[src/rtl/motor_safety_monitor_top_defines.svh]
// ----------------------------------------------------------------------------
// Motor safety monitor assertion macros
// Shared concurrent assertion forms, clocked on clk and idle while arst_n is low.
// ----------------------------------------------------------------------------
`ifndef MOTOR_SAFETY_MONITOR_TOP_DEFINES_SVH
`define MOTOR_SAFETY_MONITOR_TOP_DEFINES_SVH

// Same-cycle implication
`define MSM_ASSERT(lbl, ante, cons, msg) \
	lbl: assert property (@(posedge clk) disable iff (!arst_n) (ante) |-> (cons)) \
		else $error(msg);

// Next-cycle implication
`define MSM_ASSERT_NEXT(lbl, ante, cons, msg) \
	lbl: assert property (@(posedge clk) disable iff (!arst_n) (ante) |=> (cons)) \
		else $error(msg);

`endif

[src/rtl/msm_pkg.sv]
// ----------------------------------------------------------------------------
// msm_pkg
// Widths, register indexes and lane/merge types of the motor safety monitor.
// ----------------------------------------------------------------------------
`timescale 1ns / 1ps
`default_nettype none

package msm_pkg;

	localparam int SPEED_W  = 16;
	localparam int COUNT_W  = 8;
	localparam int N_LANES  = 4;
	localparam int LIMIT_W  = 15;
	localparam int IMBAL_W  = 16;
	localparam int ELIM_W   = 8;
	localparam int IDX_W    = 3;
	localparam int CFG_W    = 16;
	localparam int IN_W     = 160;
	localparam int OUT_W    = 144;

	localparam logic [COUNT_W-1:0] CNT_MAX = {COUNT_W{1'b1}};

	// Register reset values
	localparam logic [LIMIT_W-1:0] ANGLE_LIMIT_RST     = 15'd3215;
	localparam logic [LIMIT_W-1:0] ALTITUDE_LIMIT_RST  = 15'd1600;
	localparam logic [LIMIT_W-1:0] SPEED_MAX_RST       = 15'd25600;
	localparam logic [IMBAL_W-1:0] IMBALANCE_LIMIT_RST = 16'd7680;
	localparam logic [ELIM_W-1:0]  ERROR_LIMIT_RST     = 8'd10;

	typedef enum logic [IDX_W-1:0] {
		REG_ANGLE_LIMIT     = 3'd0,
		REG_ALTITUDE_LIMIT  = 3'd1,
		REG_SPEED_MAX       = 3'd2,
		REG_IMBALANCE_LIMIT = 3'd3,
		REG_ERROR_LIMIT     = 3'd4
	} reg_idx_t;

	// Findings of one speed lane
	typedef struct packed {
		logic range_bad;
		logic dev_bad;
	} lane_flag_t;

	// Item-wide findings from the first stage
	typedef struct packed {
		logic limit_bad;
		logic stop;
	} item_check_t;

	// Merge outcome
	typedef struct packed {
		logic fault;
		logic shut;
	} verdict_t;

endpackage

`default_nettype wire

[src/rtl/msm_lane.sv]
// ----------------------------------------------------------------------------
// msm_lane
// One motor speed lane: range check and clamp in stage 1, deviation from the
// mean against the imbalance limit in stage 2.
// ----------------------------------------------------------------------------
`timescale 1ns / 1ps
`default_nettype none

module msm_lane (
	input  wire                                 clk,
	input  wire                                 load,
	input  wire logic signed [msm_pkg::SPEED_W-1:0] speed,
	input  wire logic [msm_pkg::LIMIT_W-1:0]    speed_max,
	input  wire logic signed [msm_pkg::SPEED_W-1:0] mean,
	input  wire logic [msm_pkg::IMBAL_W-1:0]    imbalance_limit,
	output logic [msm_pkg::LIMIT_W-1:0]         clamp,
	output msm_pkg::lane_flag_t                 flags
);
	import msm_pkg::*;

	logic signed [SPEED_W-1:0] speed_s1;
	logic [LIMIT_W-1:0]        clamp_s1;
	logic                      range_bad_s1;
	logic                      range_bad;
	logic [LIMIT_W-1:0]        clamp_d;
	logic signed [SPEED_W:0]   diff;
	logic [SPEED_W:0]          mag;

	// Check range and clamp to 0..speed_max
	always_comb begin
		range_bad = speed[SPEED_W-1] || (speed[LIMIT_W-1:0] > speed_max);
		if (speed[SPEED_W-1]) begin
			clamp_d = '0;
		end else if (speed[LIMIT_W-1:0] > speed_max) begin
			clamp_d = speed_max;
		end else begin
			clamp_d = speed[LIMIT_W-1:0];
		end
	end

	// Hold lane payload for stage 2
	always_ff @(posedge clk) begin
		if (load) begin
			speed_s1     <= speed;
			clamp_s1     <= clamp_d;
			range_bad_s1 <= range_bad;
		end
	end

	// Compare absolute deviation from the mean
	always_comb begin
		diff = {speed_s1[SPEED_W-1], speed_s1} - {mean[SPEED_W-1], mean};
		mag  = diff[SPEED_W] ? (SPEED_W+1)'(-diff) : diff;
		flags.range_bad = range_bad_s1;
		flags.dev_bad   = mag > {1'b0, imbalance_limit};
	end

	assign clamp = clamp_s1;

endmodule

`default_nettype wire

[src/rtl/msm_merge.sv]
// ----------------------------------------------------------------------------
// msm_merge
// Combine lane and item findings into a fault, keep the saturating fault
// counter and decide shutdown.
// ----------------------------------------------------------------------------
`timescale 1ns / 1ps
`default_nettype none

`include "motor_safety_monitor_top_defines.svh"

module msm_merge (
	input  wire                          clk,
	input  wire                          arst_n,
	input  wire                          en,
	input  wire msm_pkg::lane_flag_t     lane_flags [msm_pkg::N_LANES],
	input  wire msm_pkg::item_check_t    chk,
	input  wire logic [msm_pkg::ELIM_W-1:0] error_limit,
	output msm_pkg::verdict_t            verdict
);
	import msm_pkg::*;

	logic [COUNT_W-1:0] count_q;
	logic [COUNT_W-1:0] cnt_inc;
	logic [COUNT_W-1:0] count_d;
	logic               speed_bad;
	logic               imbal_bad;
	logic               fault;
	logic               shut;

	// Merge lane findings
	always_comb begin
		speed_bad = 1'b0;
		imbal_bad = 1'b0;
		for (int i = 0; i < N_LANES; i++) begin
			speed_bad = speed_bad | lane_flags[i].range_bad;
			imbal_bad = imbal_bad | lane_flags[i].dev_bad;
		end
		fault = speed_bad | imbal_bad | chk.limit_bad | chk.stop;
	end

	// Advance counter and decide shutdown
	always_comb begin
		cnt_inc = (count_q != CNT_MAX) ? count_q + 1'b1 : count_q;
		shut    = fault && ((cnt_inc >= COUNT_W'(error_limit)) || chk.stop);
		if (fault) begin
			count_d = cnt_inc;
		end else if (count_q != '0) begin
			count_d = count_q - 1'b1;
		end else begin
			count_d = count_q;
		end
	end

	always_ff @(posedge clk or negedge arst_n) begin
		if (!arst_n) begin
			count_q <= '0;
		end else if (en) begin
			count_q <= count_d;
		end
	end

	assign verdict.fault = fault;
	assign verdict.shut  = shut;

	`MSM_ASSERT_NEXT(a_cnt_hold, !en, $stable(count_q), "fault count moved without an item")
	`MSM_ASSERT_NEXT(a_cnt_up, en && fault && (count_q != CNT_MAX), count_q == $past(count_q) + 1'b1, "fault count did not step up")
	`MSM_ASSERT_NEXT(a_cnt_down, en && !fault && (count_q != '0), count_q == $past(count_q) - 1'b1, "fault count did not step down")
	`MSM_ASSERT(a_shut_clean, en && !fault, !shut, "shutdown on a clean item")

endmodule

`default_nettype wire

[src/rtl/motor_safety_monitor_top.sv]
// An accepted beat reaches m_tvalid via the input stage and output registers.
// One beat per cycle while m_tready allows; fault counter updates once per beat in msm_merge.
// Backpressure on m_tready stalls both stages; s_tready stays high while a slot is free.
// Reset (arst_n low): pipeline empties, fault count clears, limits return to their defaults.
// cfg_ready is always high; writes to an unknown index are dropped.
// ----------------------------------------------------------------------------
// motor_safety_monitor_top
// Motor safety monitor: four speed lanes plus attitude/altitude checks,
// merged into a fault counter that forces shutdown of the outputs.
// ----------------------------------------------------------------------------
`timescale 1ns / 1ps
`default_nettype none

`include "motor_safety_monitor_top_defines.svh"

module motor_safety_monitor_top (
	input  wire                               clk,
	input  wire                               arst_n,
	// speed_front_left, speed_front_right, speed_rear_left, speed_rear_right,
	// roll_angle, pitch_angle, altitude, velocity_x, velocity_y, velocity_z
	input  wire logic [msm_pkg::IN_W-1:0]     s_tdata,
	// stop_request
	input  wire logic                         s_tuser,
	input  wire                               s_tvalid,
	output logic                              s_tready,
	// out_front_left, out_front_right, out_rear_left, out_rear_right,
	// out_roll, out_pitch, out_vel_x, out_vel_y, out_vel_z, zero pad
	output logic [msm_pkg::OUT_W-1:0]         m_tdata,
	// shutdown
	output logic                              m_tuser,
	output logic                              m_tvalid,
	input  wire                               m_tready,
	input  wire                               cfg_valid,
	output logic                              cfg_ready,
	input  wire logic [msm_pkg::IDX_W-1:0]    cfg_index,
	input  wire logic [msm_pkg::CFG_W-1:0]    cfg_data
);
	import msm_pkg::*;

	// Configuration registers
	logic [LIMIT_W-1:0] angle_limit_q;
	logic [LIMIT_W-1:0] altitude_limit_q;
	logic [LIMIT_W-1:0] speed_max_q;
	logic [IMBAL_W-1:0] imbalance_limit_q;
	logic [ELIM_W-1:0]  error_limit_q;

	// Stage 1
	logic                      v_s1;
	logic signed [SPEED_W+1:0] sum_s1;
	logic [SPEED_W-1:0]        roll_s1, pitch_s1, vx_s1, vy_s1, vz_s1;
	item_check_t               chk_s1;

	// Output register
	logic                      out_valid_q;
	logic [LIMIT_W-1:0]        out_speed_q [N_LANES];
	logic [SPEED_W-1:0]        out_roll_q, out_pitch_q, out_vx_q, out_vy_q, out_vz_q;
	logic                      out_shut_q;

	logic                      out_ready;
	logic                      load_s1;
	logic                      load_out;
	logic signed [SPEED_W-1:0] speed_in [N_LANES];
	logic [LIMIT_W-1:0]        clamp [N_LANES];
	lane_flag_t                lane_flags [N_LANES];
	logic signed [SPEED_W-1:0] mean;
	logic signed [SPEED_W+1:0] sum_d;
	logic signed [SPEED_W:0]   roll_x, pitch_x, alt_x, lim_x, lim_neg, alt_lim_x;
	item_check_t               chk_d;
	verdict_t                  verdict;

	// Handshake: each stage moves when the next one has room
	assign out_ready = !out_valid_q || m_tready;
	assign s_tready  = !v_s1 || out_ready;
	assign load_s1   = s_tvalid && s_tready;
	assign load_out  = v_s1 && out_ready;
	assign cfg_ready = 1'b1;

	// Write configuration registers
	always_ff @(posedge clk or negedge arst_n) begin
		if (!arst_n) begin
			angle_limit_q     <= ANGLE_LIMIT_RST;
			altitude_limit_q  <= ALTITUDE_LIMIT_RST;
			speed_max_q       <= SPEED_MAX_RST;
			imbalance_limit_q <= IMBALANCE_LIMIT_RST;
			error_limit_q     <= ERROR_LIMIT_RST;
		end else if (cfg_valid && cfg_ready) begin
			case (cfg_index)
				REG_ANGLE_LIMIT:     angle_limit_q     <= cfg_data[LIMIT_W-1:0];
				REG_ALTITUDE_LIMIT:  altitude_limit_q  <= cfg_data[LIMIT_W-1:0];
				REG_SPEED_MAX:       speed_max_q       <= cfg_data[LIMIT_W-1:0];
				REG_IMBALANCE_LIMIT: imbalance_limit_q <= cfg_data[IMBAL_W-1:0];
				REG_ERROR_LIMIT:     error_limit_q     <= cfg_data[ELIM_W-1:0];
				default: ;
			endcase
		end
	end

	// Unpack speeds and sum them
	always_comb begin
		sum_d = '0;
		for (int i = 0; i < N_LANES; i++) begin
			speed_in[i] = s_tdata[i*SPEED_W +: SPEED_W];
			sum_d = sum_d + {{2{speed_in[i][SPEED_W-1]}}, speed_in[i]};
		end
	end

	// Check attitude and altitude limits
	always_comb begin
		roll_x    = {s_tdata[5*SPEED_W-1], s_tdata[4*SPEED_W +: SPEED_W]};
		pitch_x   = {s_tdata[6*SPEED_W-1], s_tdata[5*SPEED_W +: SPEED_W]};
		alt_x     = {s_tdata[7*SPEED_W-1], s_tdata[6*SPEED_W +: SPEED_W]};
		lim_x     = {2'b00, angle_limit_q};
		lim_neg   = -lim_x;
		alt_lim_x = {2'b00, altitude_limit_q};
		chk_d.limit_bad = (roll_x > lim_x) || (roll_x < lim_neg) ||
			(pitch_x > lim_x) || (pitch_x < lim_neg) || (alt_x > alt_lim_x);
		chk_d.stop = s_tuser;
	end

	// Stage 1 registers
	always_ff @(posedge clk or negedge arst_n) begin
		if (!arst_n) begin
			v_s1 <= 1'b0;
		end else if (s_tready) begin
			v_s1 <= s_tvalid;
		end
	end

	always_ff @(posedge clk) begin
		if (load_s1) begin
			sum_s1   <= sum_d;
			roll_s1  <= s_tdata[4*SPEED_W +: SPEED_W];
			pitch_s1 <= s_tdata[5*SPEED_W +: SPEED_W];
			vx_s1    <= s_tdata[7*SPEED_W +: SPEED_W];
			vy_s1    <= s_tdata[8*SPEED_W +: SPEED_W];
			vz_s1    <= s_tdata[9*SPEED_W +: SPEED_W];
			chk_s1   <= chk_d;
		end
	end

	// Mean is the sum shifted arithmetically right by two
	assign mean = sum_s1[SPEED_W+1:2];

	for (genvar g = 0; g < N_LANES; g++) begin : g_lane
		msm_lane u_lane (
			.clk             (clk),
			.load            (load_s1),
			.speed           (speed_in[g]),
			.speed_max       (speed_max_q),
			.mean            (mean),
			.imbalance_limit (imbalance_limit_q),
			.clamp           (clamp[g]),
			.flags           (lane_flags[g])
		);
	end

	msm_merge u_merge (
		.clk         (clk),
		.arst_n      (arst_n),
		.en          (load_out),
		.lane_flags  (lane_flags),
		.chk         (chk_s1),
		.error_limit (error_limit_q),
		.verdict     (verdict)
	);

	// Output register
	always_ff @(posedge clk or negedge arst_n) begin
		if (!arst_n) begin
			out_valid_q <= 1'b0;
		end else if (out_ready) begin
			out_valid_q <= v_s1;
		end
	end

	always_ff @(posedge clk) begin
		if (load_out) begin
			for (int i = 0; i < N_LANES; i++) begin
				out_speed_q[i] <= verdict.shut ? '0 : clamp[i];
			end
			out_roll_q  <= verdict.shut ? '0 : roll_s1;
			out_pitch_q <= verdict.shut ? '0 : pitch_s1;
			out_vx_q    <= verdict.shut ? '0 : vx_s1;
			out_vy_q    <= verdict.shut ? '0 : vy_s1;
			out_vz_q    <= verdict.shut ? '0 : vz_s1;
			out_shut_q  <= verdict.shut;
		end
	end

	// Pack the result beat
	assign m_tdata = {4'b0000, out_vz_q, out_vy_q, out_vx_q, out_pitch_q, out_roll_q,
		out_speed_q[3], out_speed_q[2], out_speed_q[1], out_speed_q[0]};
	assign m_tuser  = out_shut_q;
	assign m_tvalid = out_valid_q;

	`MSM_ASSERT_NEXT(a_hold_stall, m_tvalid && !m_tready, m_tvalid && $stable(m_tdata) && $stable(m_tuser), "result beat changed under stall")
	`MSM_ASSERT_NEXT(a_s1_to_out, v_s1 && out_ready, m_tvalid, "stage 1 beat did not reach the output")
	`MSM_ASSERT(a_shut_zero, m_tvalid && m_tuser, m_tdata == '0, "shutdown beat carries nonzero data")

endmodule

`default_nettype wire

[config.mk]
export PLATFORM = sky130hd
export DESIGN_NAME = motor_safety_monitor_top
export DESIGN_NICKNAME = d
export VERILOG_FILES = /design/src/rtl/msm_pkg.sv /design/src/rtl/msm_lane.sv /design/src/rtl/msm_merge.sv /design/src/rtl/motor_safety_monitor_top.sv
export VERILOG_INCLUDE_DIRS = /design/src /design/src/rtl
export SDC_FILE = /design/constraint.sdc
export NUM_CORES = 1
export LEC_CHECK = 0
export ABC_AREA = 1
export BUFFER_PORTS_ARGS = -buffer_cell sky130_fd_sc_hd__buf_4
export CORE_AREA = 2 2 223 225
export CTS_CLUSTER_DIAMETER = 200
export DETAILED_ROUTE_END_ITERATION = 12
export DIE_AREA = 0 0 225 227
export PLACE_DENSITY = 0.84
export SLEW_MARGIN = 10
export SYNTH_ARGS = -nofsm -noshare
export SYNTH_HDL_FRONTEND = slang
export SYNTH_SLANG_ARGS = --single-unit
[constraint.sdc]
create_clock -name clk -period 25 [get_ports clk]
set_input_delay 1.25 -clock clk [delete_from_list [all_inputs] [get_ports clk]]
set_output_delay 1.25 -clock clk [all_outputs]
set_load 0.01 [all_outputs]
==> results.py <==
metrics = {
    "status": {
        "status": "finished, final reports clean",
    },
    "timing": {
        "period_needed_ns": 7.08,
        "layout_worst_path_cycle_share_pct": 28.3,
        "max_slew_margin_pct": 28.4,
        "skew_ns": 0.0335,
        "fin_setup_tns_ns": 0,
        "tightest_slew_ns": 1.07,
        "hold_viol": 0,
        "setup_viol": 0,
        "rsz0062_at_grt": "no",
        "drv_slew": 0,
        "max_freq_mhz": 141,
    },
    "place": {
        "placed_cells": 4005,
        "post-dp-hpwl_um": 61300,
        "io_buffers": 327,
        "dpl-instance-area_um2": 31800,
        "gp_congestion": 0.979,
    },
    "clock_network": {
        "cts_resized": 0,
        "cts_num_sinks": 446,
        "cts_tree": "done",
        "postCtsSetupRepairBufs": 0,
        "insertion_delay_ns": 0.60,
        "hold_buffers": 0,
        "htreeDepth": 2,
        "clk_pin_slew_worst_paths_ns": 0.06,
        "clk_path_buf_depth": 3,
        "root_buffer": "clkbuf_16",
        "numCtsBuffers": 47,
    },
    "floorplan": {
        "die_area_um2": 51100,
        "die_x_um": 225,
        "die_h_um": 227,
        "initial_core_util_pct": 59.5,
        "io-pin-count": 333,
        "num_rows": 81,
        "core_area_um2": 48500,
    },
    "synth": {
        "postSynthCellCount": 3098,
        "synth_common_cells": "nand2_1, inv_1, edfxtp_1",
        "synth_largest_area_cell": "edfxtp_1",
        "yosysMostFrequentCell": "nand2_1",
        "synth-edff-count": 367,
        "synth_top_area_share_pct": 38.2,
        "ys_seq_area_share_pct": 45.1,
        "synth-async-reset-ratio_pct": 17.7,
        "ys.flop_type": "edfxtp_1",
        "synth_area_leaders": "edfxtp_1, ha_1, nand2_1",
        "synth_area_um2": 28900,
        "yosysWarnings": 0,
        "synthDistinctLibCells": 61,
        "syn_avg_cell_area_um2": 9.32,
        "ys_ff_latch": 446,
    },
    "pwr": {
        "power_density_nw_per_um2": 107,
        "ir_drop_mv": 0.0570,
        "p_leak_uw": 0.0158,
    },
    "critical_path": {
        "r2r_end": "out_vz_q[15]$_SDFFCE_PP0P_",
        "cpMostUsedCell": "nand2_1",
        "r2r-start": "sum_s1[3]$_DFFE_PP_",
        "start_kind": "flop",
        "crit_path_max_fanout": 44,
        "critical_path_class": "flop to flop",
        "cp.required_ns": 25.30,
        "critPathMaxStageDelay_ns": 0.79,
        "cp_slowest_cell": "buf_4",
        "worst_setup_path_end_kind": "flop",
        "rr_worst_depth": 34,
        "arrival_ns": 7.38,
        "r2r_slack_ns": 17.92,
    },
    "layout": {
        "syn2layout_area_growth_pct": 15.6,
        "fin_area_um2": 33400,
        "n_fill_cell": 3640,
        "nets": 3950,
        "fin_cells": 4097,
        "drive_gt1_share_pct": 15.9,
    },
    "detailed_routing": {
        "drt-total-wl_um": 79400,
        "wl_met3_um": 7740,
        "viasPerCell": 5.58,
        "vias": 22857,
        "dr.pass1.iters": 6,
        "top_layer": "met5",
        "dr_wl_met2_um": 37000,
        "drc": 0,
        "ant_nets": 0,
        "wl_per_cell_um": 19.4,
        "drt-initial-drc-count": 2570,
        "wl_met1_um": 31500,
    },
    "min_path": {
        "hold_path_class": "flop to flop",
        "whs_path_depth": 2,
        "worstHoldEndpoint": "altitude_limit_q[11]$_DFFE_PN0P_",
        "min-delay-start": "altitude_limit_q[11]$_DFFE_PN0P_",
    },
    "global_route": {
        "overflow": 0,
        "grt_usage_pct": 30.9,
        "antenna_found_initial": 4,
        "grt_pass1_wl_um": 120000,
        "grt_max_degree": 82,
        "grt_pass1_vias": 21844,
    },
    "run": {
        "maxCapViolations": 0,
    },
}
==> critical path, delay by kind of cell (launching register included) <==
family,cells,cell delay [ns]
AO/OA/AOI/OAI,4,1.60
XOR/XNOR,1,0.17
adder cells (fa/ha/maj),2,0.80
buffers and inverters,5,1.95
flip-flops,1,0.42
AND/OR/NAND/NOR,22,1.76
==> per-stage QoR <==
step | power, uW | util (%) | setup slack [ns] | hold slack [ns]
floorplan | 2360 | - | 14.75 | 0.447
global placement | 2770 | 65.5 | 18.17 | 0.465
detailed placement | 2810 | 65.5 | 18.02 | 0.474
CTS | 3530 | 68.7 | 17.99 | 0.488
global route | 3830 | 68.7 | 17.28 | 0.506
finish | 3550 | 68.7 | 17.92 | 0.486
==> worst max path at each step <==
stage,start,end,slack (ns),cells after the start
2_1_floorplan,m_tready,u_merge.count_q[0]$_DFFE_PN0P_,14.75,6
3_3_place_gp,sum_s1[3]$_DFFE_PP_,out_vz_q[15]$_SDFFCE_PP0P_,18.17,34
3_5_place_dp,sum_s1[3]$_DFFE_PP_,out_roll_q[12]$_SDFFCE_PP0P_,18.02,34
4_1_cts,sum_s1[3]$_DFFE_PP_,out_vz_q[15]$_SDFFCE_PP0P_,17.99,34
5_1_grt,sum_s1[3]$_DFFE_PP_,out_roll_q[7]$_SDFFCE_PP0P_,17.28,34
6_report,sum_s1[3]$_DFFE_PP_,out_vz_q[15]$_SDFFCE_PP0P_,17.92,34
==> cells by family (layout without fill, tap and decap cells) <==
| kind of cell | Yosys count | in the layout | synth area share, % |
|---|---|---|---|
| adders and majority gates | 333 | 333 | 15.4 |
| buffers and inverters | 560 | 929 | 7.97 |
| xor gates and xnor gates | 105 | 105 | 3.21 |
| muxes | 1 | 1 | 0.0390 |
| other | 2 | 10 | 0.0260 |
| DFF | 446 | 446 | 45.1 |
| AOI/OAI and AO/OA | 400 | 400 | 7.83 |
| and+or+nand+nor | 1251 | 1251 | 20.4 |
==> metal layers <==
layer	GRT usage, %	vias to the layer above
met4	12.7	4
met2	49.3	999
met1	40.2	10730
li1	-	10916
met3	8.27	208
met5	1.52	-
==> where the power goes <==
group | switching [uW] | internal [uW]
registers | 52.4 | 951
clock network | 294 | 416
logic | 1170 | 667
total | 1520 | 2030
==> flip-flops by register name, summed over array words and instances, names as in the netlist, 2 cells and up <==
name	cells
g_lane.u_lane.clamp	60
roll_s1	16
out_speed_q	60
out_pitch_q	16
imbalance_limit_q	16
chk_s1	2
angle_limit_q	15
g_lane.u_lane.speed_s1	64
pitch_s1	16
out_vz_q	16
vy_s1	16
vz_s1	16
out_vx_q	16
speed_max_q	15
vx_s1	16
out_vy_q	16
sum_s1	16
g_lane.u_lane.range_bad_s1	4
altitude_limit_q	15
u_merge.count_q	8
error_limit_q	8
out_roll_q	16
==> final cells by class <==
cell class,instances,area (um^2),share of cell area [%]
Sequential cell,446,13000,39.0
Clock inverter,25,275,0.825
Clock buffer,62,1280,3.85
Antenna cell,5,12.5,0.0375
Tap cell,622,778,2.33
Timing Repair Buffer,334,2510,7.51
Multi-Input combinational cell,2095,13600,40.7
Inverter,508,1920,5.74
==> cell usage in the layout (no fill, tap or decap), drive strengths merged, types with 85 or more instances in the layout <==
master,netlist,final
nand2,666,666
inv,505,507
edfxtp,367,367
nor2,347,347
buf,25,334
ha,296,296
a21oi,162,162
o21ai,148,148
nand3,133,133
xor2,85,85
(Power assumes the default switching activity.)
